**src/hw/rtl/abld_pkg.sv**
```systemverilog
`timescale 1ns / 1ps
package abld_pkg;

   localparam int SLOTS    = 128;
   localparam int AW       = (SLOTS > 1) ? $clog2(SLOTS) : 1;
   localparam int CW       = $clog2(SLOTS + 1);
   localparam int DATA_W   = 32;
   localparam int ACTION_W = 2;
   localparam int STATUS_W = 2;
   localparam int COUNT_W  = 8;

   typedef logic [AW-1:0]       slot_type;
   typedef logic [CW-1:0]       cnt_type;
   typedef logic [DATA_W-1:0]   data_type;
   typedef logic [ACTION_W-1:0] action_type;
   typedef logic [STATUS_W-1:0] status_type;

   localparam action_type ACT_PUSH_BACK  = 2'd0;
   localparam action_type ACT_PUSH_FRONT = 2'd1;
   localparam action_type ACT_POP_FRONT  = 2'd2;
   localparam action_type ACT_POP_BACK   = 2'd3;

   localparam status_type STATUS_DONE  = 2'd0;
   localparam status_type STATUS_FULL  = 2'd1;
   localparam status_type STATUS_EMPTY = 2'd2;

   localparam cnt_type SLOTS_CNT = CW'(SLOTS);

   typedef enum logic [0:0] {
      ST_IDLE,
      ST_EXEC
   } state_type;

   typedef struct packed {
      logic     we;
      slot_type waddr;
      logic     re;
      slot_type raddr;
   } ram_ctl_type;

endpackage

```
**src/hw/rtl/abld_ram.sv**
```systemverilog
`timescale 1ns / 1ps
module abld_ram #(
   parameter int WIDTH = 32
) (
   input  logic                 clock,
   input  abld_pkg::ram_ctl_type ctl,
   input  logic [WIDTH-1:0]     wdata,
   output logic [WIDTH-1:0]     rdata
);
   import abld_pkg::*;

   logic [WIDTH-1:0] store_ff [SLOTS];
   logic [WIDTH-1:0] rdata_ff;

   always_ff @(posedge clock) begin
      if (ctl.we) begin
         store_ff[ctl.waddr] <= wdata;
      end
      if (ctl.re) begin
         rdata_ff <= store_ff[ctl.raddr];
      end
   end

   assign rdata = rdata_ff;

endmodule

```
**config.mk**
```make
export PLATFORM = sky130hd
export DESIGN_NAME = abld_ram
export DESIGN_NICKNAME = d
export VERILOG_FILES = /design/src/hw/rtl/abld_pkg.sv /design/src/hw/rtl/abld_ram.sv
export SDC_FILE = /design/constraint.sdc
export NUM_CORES = 2
export LEC_CHECK = 0
export BUFFER_PORTS_ARGS = -buffer_cell sky130_fd_sc_hd__buf_2
export CORE_MARGIN = 2
export CORE_UTILIZATION = 40
export CTS_BUF_LIST = sky130_fd_sc_hd__clkbuf_4 sky130_fd_sc_hd__clkbuf_8 sky130_fd_sc_hd__clkbuf_16
export DETAILED_ROUTE_END_ITERATION = 12
export PLACE_DENSITY = 0.51
export SLEW_MARGIN = 20
export SYNTH_ARGS = -nofsm -noshare
export SYNTH_HDL_FRONTEND = slang
export SYNTH_SLANG_ARGS = --single-unit
```
**constraint.sdc**
```tcl
create_clock -name clock -period 7.3 [get_ports clock]
set_input_delay 0.365 -clock clock [delete_from_list [all_inputs] [get_ports clock]]
set_output_delay 0.365 -clock clock [all_outputs]
set_load 0.1 [all_outputs]
```
==> results.tsv <==
stage	metric	value	unit
run_status	outcome	complete, no violations	
timing	rsz0062_at_grt	false	
placement	place_ws	2754	ps
finish	final_cells	12023	
synth	yosysSeqAreaShare	79.16	%
critical_path	critPathArrivalTime	4210	ps
synth	postSynthCellCount	5990	
floorplan	ios	81	
timing	setup_viol	0	
floorplan	dieArea	396500	sq um
global_routing	grt_pass1_vias	72779	
global_routing	antenna_found_initial	82	
synth	synth_nets	6039	
timing	clock_skew	38.62	ps
cts	cts-resized-gates	0	
cts	cts_buffer_depth	4	
cts	cts.reportedPaths.clkPinSlew	60	ps
critical_path	start_kind	primary input	
finish	fin_nets	6500	
floorplan	die_x	629.7	microns
pwr	power	0.05093	W
timing	finalSetupTns	0	ps
timing	post-route-period-util	47.93	%
detailed_routing	num_vias	71964	
critical_path	worstPathRequired	8010	ps
pwr	powerDensity	283.1	nW/um^2
job	max_cap_violations	0	
timing	final_max_slew_viol_count	0	
cts	post_cts_buffers	0	
placement	place_area	165400	sq um
critical_path	cp_max_fo	70	
critical_path	crit_type	primary input to flip-flop	
detailed_routing	routed_wl	455100	microns
floorplan	rows	229	
cts	insertion_delay	980	ps
timing	worst_pin_slew	1192	ps
floorplan	fp.dieH	629.7	microns
detailed_routing	drt_iter0_drc	10099	
timing	post-route-min-period	3499	ps
synth	synth.top_cell.area_share	79.16	%
detailed_routing	first_pass_iters	6	
detailed_routing	drc	0	
critical_path	worst_setup_path_end_kind	flip-flop	
detailed_routing	antenna_left	0	
detailed_routing	wl_per_cell	37.85	microns
timing	clock.fmax	285.8	MHz
synth	synth_area_leaders	edfxtp_1 79%, mux4_2 19%, clkbuf_1 0.44%, nor2_1 0.29%, buf_2 0.25%	
placement	dp_hpwl	247600	microns
cts	cts_max_level	5	
placement	place_inst	11187	
global_routing	grt_first_pass_wirelength	619000	microns
finish	drive_gt1_share	36.80	%
synth	ys_ff_latch	4128	
finish	design_area	179900	sq um
global_routing	grt_usage	22.78	%
placement	place.port_buffers	80	
pwr	peakVddDrop	0.0001912	V
pwr	leakage	54.82	nW
timing	slew_headroom	20.33	%
global_routing	gr-total-overflow	0	
floorplan	initial_core_util	40.22	%
cts	cts_tree	built	
floorplan	core	389400	sq um
synth	syn_area	156600	sq um
placement	place_congestion	0.7829	
timing	fin_ws	3801	ps
detailed_routing	drt-vias-per-instance	5.986	
synth	ys_warn_count	0	
cts	clock_sinks	4128	
synth	synth_top_cell_by_area	edfxtp_1	
timing	hold_viol_final	0	
synth	syn_avg_cell_area	26.14	sq um
synth	synth.distinct_cells	16	
cts	cts_root_buffer	clkbuf_16	
global_routing	grt_start_max_net_pins	106	
cts	cts-hold-fix-buffers	26	
cts	numCtsBuffers	432	
min_path	min_path_type	primary input to flip-flop	
finish	syn2layout_area_growth	14.86	%
==> cell usage after synthesis <==
library cell and n:
nor2b_1 7, nand2b_1 2, nor2_1 122, nand2_1 14
buf_4 3, buf_1 50, buf_2 79, mux2_2 32
edfxtp_1 4128, nor3_1 9, mux4_2 1344, buf_6 2
nand3_1 12, or3_1 1, nand4_1 3, clkbuf_1 182
==> through the flow <==
step / hold WS (ps) / util (%)
global route: 53.68 / 46.18
floorplan: 463.9 / -
finish: 52.79 / 46.19
CTS: 10.54 / 46.16
global placement: 642.9 / 42.48
detailed placement: 647.8 / 42.48
==> report_power, final <==
group          switching (W)  leakage (nW)  internal (W)
sequential         0.0000651          37.1        0.0262
combinational        0.00179          10.7      0.000952
clock                0.00904          7.02        0.0129
total                 0.0109          54.8        0.0400
==> registers in the layout, indices dropped and copies added (netlist names) <==
signal and count:
store_ff 4096, rdata 32
==> worst max-delay path, stage by stage <==
cell and delay [ps]:
buf_8 530, buf_12 380, buf_12 420, mux4_2 380, mux4_2 630, mux4_2 690, mux2_2 390
==> path summary, 6_finish.rpt <==
path	from	to	cells past startpoint	slack [ps]
worst min register to register	store_ff[93][11]$_DFFE_PP_	rdata[11]$_DFFE_PP_	4	1240
worst max register to register	store_ff[127][20]$_DFFE_PP_	rdata[20]$_DFFE_PP_	4	4450
worst max-delay path	ctl[2]	rdata[20]$_DFFE_PP_	7	3800
worst min-delay path	wdata[26]	store_ff[70][26]$_DFFE_PP_	1	50
==> per-layer routing <==
metal / up-vias / track usage [%] / part of all wire (%)
li1: 27430 / - / -
met3: 512 / 3.991 / 7.8
met2: 3147 / 36.13 / 48
met4: 24 / 4.927 / 2.2
met1: 40851 / 33.25 / 42
met5: - / 0 / 0.033
==> cell type report <==
cell class	count	area, sq um
Multi-Input combinational cell	1546	32300
Sequential cell	4128	124000
Clock inverter	239	2236
Antenna cell	33	82.58
Tap cell	5197	6502
Fill cell	31556	209500
Timing Repair Buffer	343	2953
Clock buffer	537	11840
==> cells in the final DEF (no fill, tap or decap) <==
cell type / netlist / routed
nand2_2: 0 / 3
clkbuf_4: 0 / 91
mux2_2: 32 / 32
mux4_2: 1344 / 1344
nand2_1: 14 / 11
or3_1: 1 / 1
diode_2: 0 / 33
nor2_4: 0 / 119
clkinv_2: 0 / 71
clkbuf_16: 0 / 446
buf_6: 2 / 2
nor3_2: 0 / 9
nor2b_1: 7 / 7
nor2_1: 122 / 3
buf_4: 3 / 242
clkinvlp_4: 0 / 10
nand3_1: 12 / 7
nand4_1: 3 / 3
bufinv_16: 0 / 41
buf_2: 79 / 40
buf_8: 0 / 3
nand2b_1: 2 / 2
clkinv_8: 0 / 7
inv_6: 0 / 2
inv_16: 0 / 2
buf_12: 0 / 29
clkinv_4: 0 / 1
buf_16: 0 / 1
clkinv_1: 0 / 105
edfxtp_1: 4128 / 4128
nand3_2: 0 / 5
dlygate4sd3_1: 0 / 26
==> cells by family after synthesis <==
family | after synthesis | share of synthesized area [%]
DFF | 4128 | 79.16
muxes | 1376 | 19.56
buffers and inverters | 316 | 0.8373
and+or+nand+nor | 170 | 0.4450
(Power assumes the default switching activity.)
