## config.mk

```make
export PLATFORM = sky130hd
export DESIGN_NAME = abld_ctrl
export DESIGN_NICKNAME = d
export VERILOG_FILES = /design/src/hw/rtl/abld_pkg.sv /design/src/hw/rtl/abld_ctrl.sv
export SDC_FILE = /design/constraint.sdc
export NUM_CORES = 1
export LEC_CHECK = 0
export ABC_AREA = 1
export BUFFER_PORTS_ARGS = -buffer_cell sky130_fd_sc_hd__buf_2
export CAP_MARGIN = 25
export CORE_ASPECT_RATIO = 1.25
export CORE_UTILIZATION = 50
export DETAILED_ROUTE_END_ITERATION = 8
export PLACE_DENSITY = 0.88
export SYNTH_ARGS = -nofsm -noshare
export SYNTH_HDL_FRONTEND = slang
export SYNTH_SLANG_ARGS = --single-unit
```

## constraint.sdc

```tcl
create_clock -name clock -period 4.4 [get_ports clock]
set_input_delay 0.22 -clock clock [delete_from_list [all_inputs] [get_ports clock]]
set_output_delay 0.22 -clock clock [all_outputs]
set_load 0.005 [all_outputs]
```

## src/hw/rtl/abld_pkg.sv

```systemverilog
`timescale 1ns / 1ps
package abld_pkg;

   localparam int SLOTS    = 128;
   localparam int AW       = (SLOTS > 1) ? $clog2(SLOTS) : 1;
   localparam int CW       = $clog2(SLOTS + 1);
   localparam int DATA_W   = 32;
   localparam int ACTION_W = 2;
   localparam int STATUS_W = 2;
   localparam int COUNT_W  = 8;

   typedef logic [AW-1:0]       slot_type;
   typedef logic [CW-1:0]       cnt_type;
   typedef logic [DATA_W-1:0]   data_type;
   typedef logic [ACTION_W-1:0] action_type;
   typedef logic [STATUS_W-1:0] status_type;

   localparam action_type ACT_PUSH_BACK  = 2'd0;
   localparam action_type ACT_PUSH_FRONT = 2'd1;
   localparam action_type ACT_POP_FRONT  = 2'd2;
   localparam action_type ACT_POP_BACK   = 2'd3;

   localparam status_type STATUS_DONE  = 2'd0;
   localparam status_type STATUS_FULL  = 2'd1;
   localparam status_type STATUS_EMPTY = 2'd2;

   localparam cnt_type SLOTS_CNT = CW'(SLOTS);

   typedef enum logic [0:0] {
      ST_IDLE,
      ST_EXEC
   } state_type;

   typedef struct packed {
      logic     we;
      slot_type waddr;
      logic     re;
      slot_type raddr;
   } ram_ctl_type;

endpackage

```

## src/hw/rtl/abld_ctrl.sv

```systemverilog
`timescale 1ns / 1ps
module abld_ctrl (
   input  logic                    clock,
   input  logic                    reset,
   input  logic                    start,
   output logic                    busy,
   input  abld_pkg::action_type    req_action,
   input  abld_pkg::data_type      req_push_value,
   output logic                    rsp_valid,
   output abld_pkg::data_type      rsp_pop_value,
   output abld_pkg::status_type    rsp_status,
   output logic [abld_pkg::COUNT_W-1:0] rsp_count,
   output abld_pkg::ram_ctl_type   val_ctl,
   output abld_pkg::data_type      val_wdata,
   input  abld_pkg::data_type      val_rdata,
   output abld_pkg::ram_ctl_type   prev_ctl,
   output abld_pkg::slot_type      prev_wdata,
   input  abld_pkg::slot_type      prev_rdata,
   output abld_pkg::ram_ctl_type   next_ctl,
   output abld_pkg::slot_type      next_wdata,
   input  abld_pkg::slot_type      next_rdata
);
   import abld_pkg::*;

   state_type  state_ff, state_in;
   slot_type   front_ff, front_in;
   slot_type   back_ff, back_in;
   slot_type   free_head_ff, free_head_in;
   cnt_type    count_ff, count_in;
   cnt_type    fresh_ff, fresh_in;
   action_type op_ff, op_in;
   data_type   pv_ff, pv_in;
   slot_type   slot_ff, slot_in;
   logic       from_free_ff, from_free_in;
   logic       ok_ff, ok_in;
   logic       rsp_valid_ff, rsp_valid_in;
   data_type   rsp_pop_value_ff, rsp_pop_value_in;
   status_type rsp_status_ff, rsp_status_in;
   logic [COUNT_W-1:0] rsp_count_ff, rsp_count_in;

   logic accept;
   assign accept = (state_ff == ST_IDLE) && start;

   always_comb begin
      state_in = state_ff;
      case (state_ff)
         ST_IDLE: begin
            if (accept) begin
               state_in = ST_EXEC;
            end
         end
         ST_EXEC: begin
            state_in = ST_IDLE;
         end
         default: begin
            state_in = ST_IDLE;
         end
      endcase
   end

   always_comb begin
      logic is_push;
      logic free_avail;
      slot_type new_slot;
      is_push    = ~req_action[1];
      free_avail = (fresh_ff != count_ff);
      new_slot   = free_avail ? free_head_ff : fresh_ff[AW-1:0];

      front_in         = front_ff;
      back_in          = back_ff;
      free_head_in     = free_head_ff;
      count_in         = count_ff;
      fresh_in         = fresh_ff;
      op_in            = op_ff;
      pv_in            = pv_ff;
      slot_in          = slot_ff;
      from_free_in     = from_free_ff;
      ok_in            = ok_ff;
      rsp_valid_in     = 1'b0;
      rsp_pop_value_in = rsp_pop_value_ff;
      rsp_status_in    = rsp_status_ff;
      rsp_count_in     = rsp_count_ff;

      val_ctl    = '{we: 1'b0, waddr: slot_ff, re: 1'b0, raddr: front_ff};
      prev_ctl   = '{we: 1'b0, waddr: slot_ff, re: 1'b0, raddr: back_ff};
      next_ctl   = '{we: 1'b0, waddr: slot_ff, re: 1'b0, raddr: front_ff};
      val_wdata  = pv_ff;
      prev_wdata = back_ff;
      next_wdata = front_ff;

      case (state_ff)
         ST_IDLE: begin
            if (accept) begin
               op_in        = req_action;
               pv_in        = req_push_value;
               from_free_in = free_avail;
               val_ctl.re   = 1'b1;
               prev_ctl.re  = 1'b1;
               next_ctl.re  = 1'b1;
               val_ctl.raddr  = (req_action == ACT_POP_FRONT) ? front_ff : back_ff;
               next_ctl.raddr = is_push ? free_head_ff : front_ff;
               if (is_push) begin
                  slot_in = new_slot;
                  ok_in   = (count_ff != SLOTS_CNT);
               end else begin
                  slot_in = (req_action == ACT_POP_FRONT) ? front_ff : back_ff;
                  ok_in   = (count_ff != '0);
               end
            end
         end
         ST_EXEC: begin
            rsp_valid_in     = 1'b1;
            rsp_pop_value_in = '0;
            case (op_ff)
               ACT_PUSH_BACK, ACT_PUSH_FRONT: begin
                  if (ok_ff) begin
                     rsp_status_in = STATUS_DONE;
                     count_in      = count_ff + CW'(1);
                     if (from_free_ff) begin
                        free_head_in = next_rdata;
                     end else begin
                        fresh_in = fresh_ff + CW'(1);
                     end
                     val_ctl.we    = 1'b1;
                     val_ctl.waddr = slot_ff;
                     val_wdata     = pv_ff;
                     if (count_ff == '0) begin
                        front_in = slot_ff;
                        back_in  = slot_ff;
                     end else if (op_ff == ACT_PUSH_FRONT) begin
                        front_in       = slot_ff;
                        next_ctl.we    = 1'b1;
                        next_ctl.waddr = slot_ff;
                        next_wdata     = front_ff;
                        prev_ctl.we    = 1'b1;
                        prev_ctl.waddr = front_ff;
                        prev_wdata     = slot_ff;
                     end else begin
                        back_in        = slot_ff;
                        prev_ctl.we    = 1'b1;
                        prev_ctl.waddr = slot_ff;
                        prev_wdata     = back_ff;
                        next_ctl.we    = 1'b1;
                        next_ctl.waddr = back_ff;
                        next_wdata     = slot_ff;
                     end
                  end else begin
                     rsp_status_in = STATUS_FULL;
                  end
               end
               default: begin
                  if (ok_ff) begin
                     rsp_status_in    = STATUS_DONE;
                     rsp_pop_value_in = val_rdata;
                     count_in         = count_ff - CW'(1);
                     next_ctl.we      = 1'b1;
                     next_ctl.waddr   = slot_ff;
                     next_wdata       = free_head_ff;
                     free_head_in     = slot_ff;
                     if (op_ff == ACT_POP_FRONT) begin
                        front_in = next_rdata;
                     end else begin
                        back_in = prev_rdata;
                     end
                  end else begin
                     rsp_status_in = STATUS_EMPTY;
                  end
               end
            endcase
            rsp_count_in = COUNT_W'(count_in);
         end
         default: begin
         end
      endcase
   end

   always_ff @(posedge clock) begin
      if (reset) begin
         state_ff     <= ST_IDLE;
         front_ff     <= '0;
         back_ff      <= '0;
         free_head_ff <= '0;
         count_ff     <= '0;
         fresh_ff     <= '0;
         rsp_valid_ff <= 1'b0;
      end else begin
         state_ff     <= state_in;
         front_ff     <= front_in;
         back_ff      <= back_in;
         free_head_ff <= free_head_in;
         count_ff     <= count_in;
         fresh_ff     <= fresh_in;
         rsp_valid_ff <= rsp_valid_in;
      end
   end

   always_ff @(posedge clock) begin
      op_ff            <= op_in;
      pv_ff            <= pv_in;
      slot_ff          <= slot_in;
      from_free_ff     <= from_free_in;
      ok_ff            <= ok_in;
      rsp_pop_value_ff <= rsp_pop_value_in;
      rsp_status_ff    <= rsp_status_in;
      rsp_count_ff     <= rsp_count_in;
   end

   assign busy          = (state_ff == ST_EXEC);
   assign rsp_valid     = rsp_valid_ff;
   assign rsp_pop_value = rsp_pop_value_ff;
   assign rsp_status    = rsp_status_ff;
   assign rsp_count     = rsp_count_ff;

endmodule

```

==> impl_metrics.csv, run 1 <==
group,metric,value,unit
run_status,outcome,"finished clean",
place,place_area,7220,µm²
detailed_routing,topRoutingLayerUsed,"met4",
yosys,async_flop_share,0,
critical_path,r2r_slack,1.59,ns
hold_path,hold_class,"in2reg",
yosys,synthMostInstantiatedCell,"nand2_1",
critical_path,critPathRequiredTime,4.18,ns
critical_path,endpoint_kind,"output port",
critical_path,crit_path_start,"op_ff[1]",
detailed_routing,firstDrtPassIters,5,
yosys,synth_area_per_cell,8.47,µm²
layout,fin_util,0.694,
global_routing,antenna_found_initial,0,
yosys,synth_ff_type,"edfxtp_1",
critical_path,cp_data_arrival_time,3.10,ns
critical_path,critPathLaunchType,"flop",
cts,holdBufCountCts,32,
cts,cts_inserted_buffers,17,
cts,clock-root-buffer,"clkbuf_16",
detailed_routing,ant_nets,0,
die,rows,44,
yosys,synth_top_area_share,0.421,
power,vdd_drop_max,0.237,mV
detailed_routing,dr.first_iter.drc_count,459,
global_routing,grt_pass1_vias,5463,
place,dpl.hpwl,12.4,mm
cts,cts_tree,"done",
yosys,ys_seq_area_frac,0.550,
power,power,3.23,mW
die,boundaryPins,221,
detailed_routing,drt_wl_total,17.6,mm
yosys,yosysUniqueCellTypes,34,
layout,nNetsFinal,1046,
global_routing,grt_max_degree,50,
layout,fill_cells,918,
yosys,yosysWarnings,0,
die,die_h,125,µm
cts,clk_pin_slew_worst_paths,0.06,ns
timing,hold_violations,0,
layout,antennaDiodeCount,0,
critical_path,worstReg2RegEnd,"front_ff[4]",
yosys,synth_largest_area_cell,"edfxtp_1",
die,core_area,11700,µm²
die,dieWidth,100,µm
yosys,synth.area.top_cells,"edfxtp_1 (42%), dfxtp_1 (13%), nand2_1 (8.9%)",
yosys,syn-num-nets,802,
critical_path,endpoint,"next_ctl[8]",
timing,setup_viol,0,
yosys,synth_common_cells,"nand2_1 (143), inv_1 (98), edfxtp_1 (85)",
cts,h-tree-depth,4,
cts,clk_path_buf_depth,2,
detailed_routing,route.detailed.wl_per_inst,15.5,µm
cts,cts_setup_buffers,0,
global_routing,gr-total-overflow,0,
cts,numClockSinks,124,
timing,fin_crit_sh,0.754,
cts,clock_latency,0.41,ns
detailed_routing,dr_wl_met2,8.65,mm
hold_path,worst_hold_path.num_cells,3,
critical_path,rr_worst_depth,8,
yosys,synth_cells,716,
detailed_routing,drt-met1-wl,6.52,mm
detailed_routing,vias,5983,
cts,cts_resized,0,
die,initial_core_util,0.517,
yosys,synth-edff-count,85,
critical_path,r2r-start,"op_ff[1]",
timing,drv_slew,0,
layout,design_area,8140,µm²
detailed_routing,via_per_inst,5.28,
place,port_buffers,220,
detailed_routing,dr_wl_met3,1.69,mm
timing,tightest_slew,1.04,ns
detailed_routing,drc_errors,0,
timing,fmax,301,MHz
run,cap_violations,0,
timing,fin_crit,3.32,ns
yosys,syn_area,6060,µm²
critical_path,cp_max_fo,29,
timing,clock_skew,0.00990,ns
timing,whs,0.111,ns
timing,rsz0062_at_grt,"false",
global_routing,grt_first_pass_wirelength,26.8,mm
power,power.density,397,nW/µm²
die,dieArea,12600,µm²
global_routing,grt_use_total,0.278,
layout,drive_above_1_share,0.290,
critical_path,critPathKind,"reg2out",
timing,relSlewSlack,0.308,
timing,setup-tns-final,0,ns
layout,area_growth,34.3,%
yosys,ys_ff_latch,124,
place,gp_congestion,0.997,
power,p_leak,3.83,nW
## metrics by stage
step	instances	setup slack, ns
6_report	1134	1.08
5_1_grt	1134	0.882
4_1_cts	1133	1.15
3_5_place_dp	1069	1.57
3_3_place_gp	1069	1.66
2_1_floorplan	716	1.17
## worst min path at each step
stage	from	end	slack, ns
after floorplan	req_action[0]	op_ff[0]	0.32
after global placement	req_push_value[12]	pv_ff[12]	0.40
after detailed placement	req_push_value[31]	pv_ff[31]	0.40
after CTS	req_push_value[27]	pv_ff[27]	0.003
after global routing	val_rdata[15]	rsp_pop_value[15]	0.11
final	val_rdata[0]	rsp_pop_value[0]	0.11
## layer usage
layer  GRT usage  vias up
li1            -     2847
met1       0.318     2664
met2       0.477      405
met3      0.0626       67
met4       0.151        0
met5           0        -
## cell type report
| cell class | instances | area (µm²) | area share |
|---|---|---|---|
| Inverter | 105 | 397 | 0.0487 |
| Multi-Input combinational cell | 455 | 2150 | 0.265 |
| Clock buffer | 18 | 429 | 0.0527 |
| Timing Repair Buffer | 257 | 1460 | 0.180 |
| Tap cell | 161 | 201 | 0.0248 |
| Clock inverter | 14 | 161 | 0.0198 |
| Sequential cell | 124 | 3330 | 0.410 |
## placed cells by master, fill, tap and decap left out, types with 3 or more instances in the layout
master / instances
ha_1: 3
edfxtp_1: 85
o21ai_1: 5
a21oi_1: 51
or2_1: 3
or2_2: 4
nor2_1: 70
clkinv_1: 3
buf_2: 220
nand3_1: 58
nor3_1: 3
inv_2: 4
dlygate4sd3_1: 33
clkinv_4: 4
clkbuf_16: 17
nand2_2: 5
nand2_1: 143
o21ai_0: 81
inv_1: 97
o211ai_1: 7
buf_4: 4
nor2_2: 4
dfxtp_1: 38
xnor2_1: 5
inv_6: 4
## cell families after synthesis
| logic type | Yosys count | share of synthesized area |
|---|---|---|
| buf+inv | 137 | 0.0947 |
| fa+ha+maj | 3 | 0.00619 |
| xor+xnor | 5 | 0.00722 |
| simple gates | 301 | 0.217 |
| flops | 124 | 0.550 |
| compound gates | 146 | 0.125 |
## state kept, by name (all words and copies together), names as in the netlist
| register | cells |
|---|---|
| back_ff | 7 |
| busy | 1 |
| count_ff | 8 |
| free_head_ff | 7 |
| fresh_ff | 8 |
| from_free_ff | 1 |
| front_ff | 7 |
| ok_ff | 1 |
| op_ff | 2 |
| pv_ff | 32 |
| rsp_count | 8 |
| rsp_pop_value | 32 |
| rsp_status | 2 |
| rsp_valid | 1 |
| slot_ff | 7 |
## critical path: stages (launching register included)
cell and delay, ns:
edfxtp_1 1.03, inv_4 0.25, nand2_1 0.71, o21ai_0 0.23, nand3_1 0.16, o21ai_0 0.12
buf_2 0.17
## where the power goes
part | total (mW) | switching (mW) | internal, mW
Combinational | 0.480 | 0.294 | 0.185
Sequential | 1.37 | 0.0459 | 1.32
Clock | 1.38 | 0.533 | 0.846
Note: power is estimated with default switching activity, not from simulation.
==> run 2, diff against run 1 <==
clock period = 3.35 ns   (was 4.4 ns; I/O delays follow)
==> run 2 against run 1 <==
Utilization grew 0.15 points. Global-route usage is 0.49 points higher. Largest power group unchanged. Sequential power grew 31%. Flip-flop and latch count is the same. Die area unchanged. Clock-buffer cell count down 1. Clock skew grew 0.0019 ns. Wire length fell by 0.49%. Clock power rose by 33%.
==> impl_metrics.csv, run 2 (synthesis results as in run 1) <==
group,metric,value,unit
power,share_comb_of_total_power,0.148,
cts,cts_tree,"done",
critical_path,critical-path-max-stage-delay,0.71,ns
detailed_routing,drt_wl_total,17.5,mm
layout,drive_above_1_share,0.291,
global_routing,antenna_found_initial,0,
hold_path,whs_endpoint,"rsp_pop_value[27]",
global_routing,grt_use_total,0.283,
critical_path,r2r_slack,1.08,ns
power,vdd_drop_max,0.319,mV
critical_path,slowest_stage,"nor2_1",
die,dieArea,12600,µm²
timing,hold_violations,0,
die,rows,44,
die,boundaryPins,221,
cts,cts_inserted_buffers,17,
run_status,outcome,"finished clean",
global_routing,grt_pass1_vias,5645,
layout,antennaDiodeCount,0,
cts,cts_resized,0,
timing,setup_viol,0,
layout,area_growth,34.6,%
detailed_routing,route.detailed.wl_per_inst,15.5,µm
place,dpl.hpwl,12.2,mm
critical_path,cp_data_arrival_time,2.68,ns
cts,h-tree-depth,4,
detailed_routing,vias,5983,
cts,numClockSinks,124,
layout,mostFrequentLayoutCells,"buf_2 (220), nand2_1 (143), inv_1 (97), edfxtp_1 (85), o21ai_0 (81)",
timing,drv_slew,0,
cts,clk_path_buf_depth,2,
place,port_buffers,220,
power,power.switching,1.16,mW
global_routing,gr-total-overflow,0,
timing,rsz0062_at_grt,"false",
power,swShare,0.272,
layout,fin_util,0.696,
timing,clock_skew,0.0118,ns
detailed_routing,drc_errors,0,
cts,clock_latency,0.41,ns
power,p_seq_frac,0.422,
critical_path,worstReg2RegEnd,"pv_ff[23]",
timing,tightest_slew,0.916,ns
layout,fill_cells,889,
cts,clk_pin_slew_worst_paths,0.06,ns
die,die_h,125,µm
place,gp_congestion,0.937,
cts,clock-root-buffer,"clkbuf_16",
global_routing,grt_first_pass_wirelength,27.3,mm
detailed_routing,ant_nets,0,
die,dieWidth,100,µm
die,initial_core_util,0.517,
critical_path,critPathLaunchType,"flop",
critical_path,cp_max_fo,17,
place,place_area,7230,µm²
power,p_leak,3.85,nW
layout,final_common_cell,"buf_2",
power,p_int,3.10,mW
global_routing,grt_max_degree,44,
layout,nNetsFinal,1047,
critical_path,endpoint_kind,"output port",
timing,fmax,352,MHz
hold_path,min-delay-start,"val_rdata[27]",
critical_path,critPathKind,"reg2out",
detailed_routing,firstDrtPassIters,6,
detailed_routing,dr.first_iter.drc_count,527,
power,p_clk_frac,0.431,
critical_path,crit_chain,"inv_1 > nand2_1 > nor2_1 > nand2_1 > o21ai_0 > buf_2",
critical_path,critPathRequiredTime,3.18,ns
critical_path,r2r-start,"busy",
die,core_area,11700,µm²
hold_path,worst_hold_path.num_cells,3,
detailed_routing,via_per_inst,5.27,
critical_path,rr_worst_depth,4,
timing,fin_crit_sh,0.849,
run,cap_violations,0,
timing,fin_crit,2.84,ns
critical_path,cpMostUsedCell,"nand2_1",
layout,design_area,8160,µm²
power,power.density,523,nW/µm²
timing,setup-tns-final,0,ns
timing,relSlewSlack,0.388,
hold_path,hold_class,"in2reg",
run 2: how the worst max path moves through the flow:
stage	cells past startpoint	slack, ns	to	start
after floorplan	5	0.18	next_ctl[7]	busy
after global placement	6	1.12	prev_ctl[8]	ok_ff
after detailed placement	6	0.99	next_ctl[3]	busy
after CTS	6	0.55	next_ctl[3]	busy
after global routing	6	0.34	next_ctl[2]	busy
final	6	0.51	next_ctl[3]	busy
run 2: final cells by class:
type | instances | area [µm²] | area share
clock buffers | 17 | 425 | 0.0522
inverters | 105 | 397 | 0.0486
repair buffers | 258 | 1470 | 0.180
flip-flops and latches | 124 | 3330 | 0.409
multi-input cells | 455 | 2150 | 0.264
clock inverters | 15 | 175 | 0.0215
well taps | 161 | 201 | 0.0247
run 2: per-stage QoR:
stage               hold WS (ns)  total power [mW]  std cells  setup slack [ns]
floorplan                  0.266              2.16        716             0.177
global placement           0.344              2.40       1070              1.12
detailed placement         0.346              2.41       1070             0.990
CTS                       0.0385              4.28       1135             0.546
global route              0.0487              4.44       1135             0.338
finish                    0.0514              4.27       1135             0.507
run 2: timing repair:
| action | in CTS | in global routing |
|---|---|---|
| hold buffers | 33 | 0 |
| setup buffers | 0 | 0 |
| setup endpoints to repair | 0 | 0 |
| endpoints found under the hold margin | 33 | 0 |
run 2: power groups by stage:
stage                     clock network, mW  registers, mW  logic [mW]
after floorplan                           0           1.83       0.337
after global placement                    0           1.82       0.572
after detailed placement                  0           1.83       0.582
after CTS                              1.87           1.80       0.617
after global routing                   1.94           1.81       0.691
final                                  1.84           1.80       0.629
run 2: metal layers:
metal,vias up,track usage,share of wire
li1,2851,-,-
met1,2673,0.317,0.37
met2,391,0.481,0.49
met3,68,0.0788,0.10
met4,0,0.154,0.042
met5,-,0,0
run 2: worst max-delay path, delay by kind of cell (launching register included):
kind,cells,cell delay (ns)
and+or+nand+nor,3,1.29
buffers and inverters,2,0.45
DFF,1,0.40
AOI/OAI and AO/OA,1,0.12
==> run 3, diff against run 2 <==
CORE_UTILIZATION = 45   (was 50)
PLACE_DENSITY = 0.84   (was 0.88)
clock period = 2.3 ns   (was 3.35 ns; I/O delays follow)
==> run 3 against run 2 <==
Clock skew fell by 0.00089 ns. Sequential power rose by 45%. Cell count increased by 1.8%. Utilization down 6.6 points. Clock-buffer cell count is 1 higher. Largest cell class unchanged. Clock power rose by 52%. Die area increased by 11%. Non-clock buffer count increased by 10. Critical endpoint is now prev_ctl[9].
==> impl_metrics.csv, run 3 (synthesis results as in run 1) <==
group,metric,value,unit
run_status,outcome,"finished clean",
critical_path,endpoint_kind,"output port",
layout,nNetsFinal,1057,
layout,design_area,8300,µm²
global_routing,antenna_found_initial,0,
timing,setup-tns-final,0,ns
place,place_area,7310,µm²
cts,numClockSinks,124,
place,dp_cells,1087,
hold_path,min-delay-start,"val_rdata[13]",
timing,setup_slack,0.0505,ns
die,core_area,13200,µm²
cts,clk_pin_slew_worst_paths,0.06,ns
detailed_routing,drc_errors,0,
power,p_int,4.72,mW
die,dieArea,13900,µm²
cts,h-tree-depth,4,
cts,clock_latency,0.40,ns
timing,setup_viol,0,
timing,fin_crit,2.25,ns
timing,clock_skew,0.0109,ns
die,boundaryPins,221,
place,pre_cts_ws,0.367,ns
timing,tightest_slew,0.553,ns
timing,whs,0.0112,ns
critical_path,r2r-start,"count_ff[1]",
detailed_routing,drt_wl_total,17.5,mm
detailed_routing,vias,5975,
place,dpl.hpwl,12.2,mm
global_routing,grt_use_total,0.253,
place,port_buffers,220,
power,p_clk_frac,0.440,
timing,fin_crit_sh,0.978,
hold_path,whs_endpoint,"rsp_pop_value[13]",
layout,drive_above_1_share,0.299,
layout,mostFrequentLayoutCells,"buf_2 (220), nand2_1 (142), inv_1 (97), edfxtp_1 (85), o21ai_0 (79)",
global_routing,grt_first_pass_wirelength,27.5,mm
power,vdd_drop_max,0.527,mV
hold_path,hold_class,"in2reg",
layout,antennaDiodeCount,0,
hold_path,worst_hold_path.num_cells,3,
timing,relSlewSlack,0.632,
die,rows,47,
power,swShare,0.257,
critical_path,critPathKind,"reg2out",
layout,area_growth,36.9,%
timing,fmax,445,MHz
die,die_h,132,µm
detailed_routing,ant_nets,0,
die,dieWidth,106,µm
critical_path,cp_data_arrival_time,2.13,ns
power,power.density,766,nW/µm²
cts,cts_inserted_buffers,17,
critical_path,critPathRequiredTime,2.18,ns
detailed_routing,dr.first_iter.drc_count,430,
layout,fin_cells,1155,
layout,final_common_cell,"buf_2",
cts,cts_tree,"done",
timing,drv_slew,0,
timing,hold_violations,0,
run,cap_violations,0,
global_routing,grt_max_degree,48,
power,power.switching,1.64,mW
place,gp_congestion,0.964,
critical_path,rr_worst_depth,8,
detailed_routing,via_per_inst,5.17,
cts,clk_path_buf_depth,2,
critical_path,worstReg2RegEnd,"back_ff[4]",
global_routing,gr-total-overflow,0,
timing,rsz0062_at_grt,"true",
power,share_comb_of_total_power,0.149,
global_routing,grt_pass1_vias,5666,
power,p_seq_frac,0.411,
critical_path,critPathLaunchType,"flop",
critical_path,r2r_slack,0.45,ns
critical_path,cp_max_fo,22,
detailed_routing,firstDrtPassIters,5,
cts,clock-root-buffer,"clkbuf_16",
die,initial_core_util,0.460,
detailed_routing,route.detailed.wl_per_inst,15.2,µm
power,p_leak,3.91,nW
==> run 3: layer usage <==
layer | GRT usage | wire (µm) | up-vias
li1 | - | - | 2864
met1 | 0.296 | 6650 | 2665
met2 | 0.430 | 8570 | 390
met3 | 0.0544 | 1630 | 56
met4 | 0.138 | 681 | 0
met5 | 0 | 0 | -
==> run 3: power by group through the flow <==
| stage | Combinational [mW] | Sequential, mW | Clock [mW] |
|---|---|---|---|
| 6_report | 0.949 | 2.61 | 2.80 |
| 5_1_grt | 1.04 | 2.62 | 2.94 |
| 4_1_cts | 0.928 | 2.61 | 2.83 |
| 3_5_place_dp | 0.873 | 2.65 | 0 |
| 3_3_place_gp | 0.855 | 2.65 | 0 |
| 2_1_floorplan | 0.491 | 2.66 | 0 |
==> run 3: how the worst max path moves through the flow <==
stage          cells after the start             to   startpoint
3_5_place_dp                       9  next_wdata[0]  count_ff[1]
2_1_floorplan                      5    next_ctl[7]         busy
6_report                           8    prev_ctl[9]  count_ff[0]
3_3_place_gp                       9  next_wdata[0]  count_ff[0]
5_1_grt                            8   next_ctl[10]  count_ff[0]
4_1_cts                            8  next_wdata[0]     op_ff[1]
==> run 3: cell type report <==
| cell class | count | area (µm²) |
|---|---|---|
| repair buffers | 268 | 1560 |
| fillers | 1136 | 4880 |
| flip-flops and latches | 124 | 3340 |
| multi-input cells | 455 | 2160 |
| inverters | 105 | 400 |
| clock buffers | 18 | 429 |
| clock inverters | 14 | 195 |
| well taps | 171 | 214 |
==> run 3: critical path, stage by stage (launching register included) <==
cell	delay, ns
dfxtp_1	0.35
inv_1	0.13
ha_1	0.21
nand3_2	0.14
nor2_4	0.21
nor2_2	0.05
buf_4	0.21
o21ai_0	0.27
buf_2	0.17
==> run 3: what timing repair did <==
| item | CTS | global route |
|---|---|---|
| resized for setup | 1 | 3 |
| gates cloned | 0 | 0 |
| hold buffers | 34 | 0 |
| endpoints found under the setup margin | 9 | 28 |
| endpoints found under the hold margin | 34 | 0 |
| buffers inserted | 1 | 1 |
| pin swaps | 1 | 1 |
==> run 3: metrics by stage <==
stage / util / power, mW
after floorplan: - / 3.15
after global placement: 0.555 / 3.51
after detailed placement: 0.555 / 3.53
after CTS: 0.629 / 6.37
after global routing: 0.630 / 6.61
final: 0.630 / 6.36
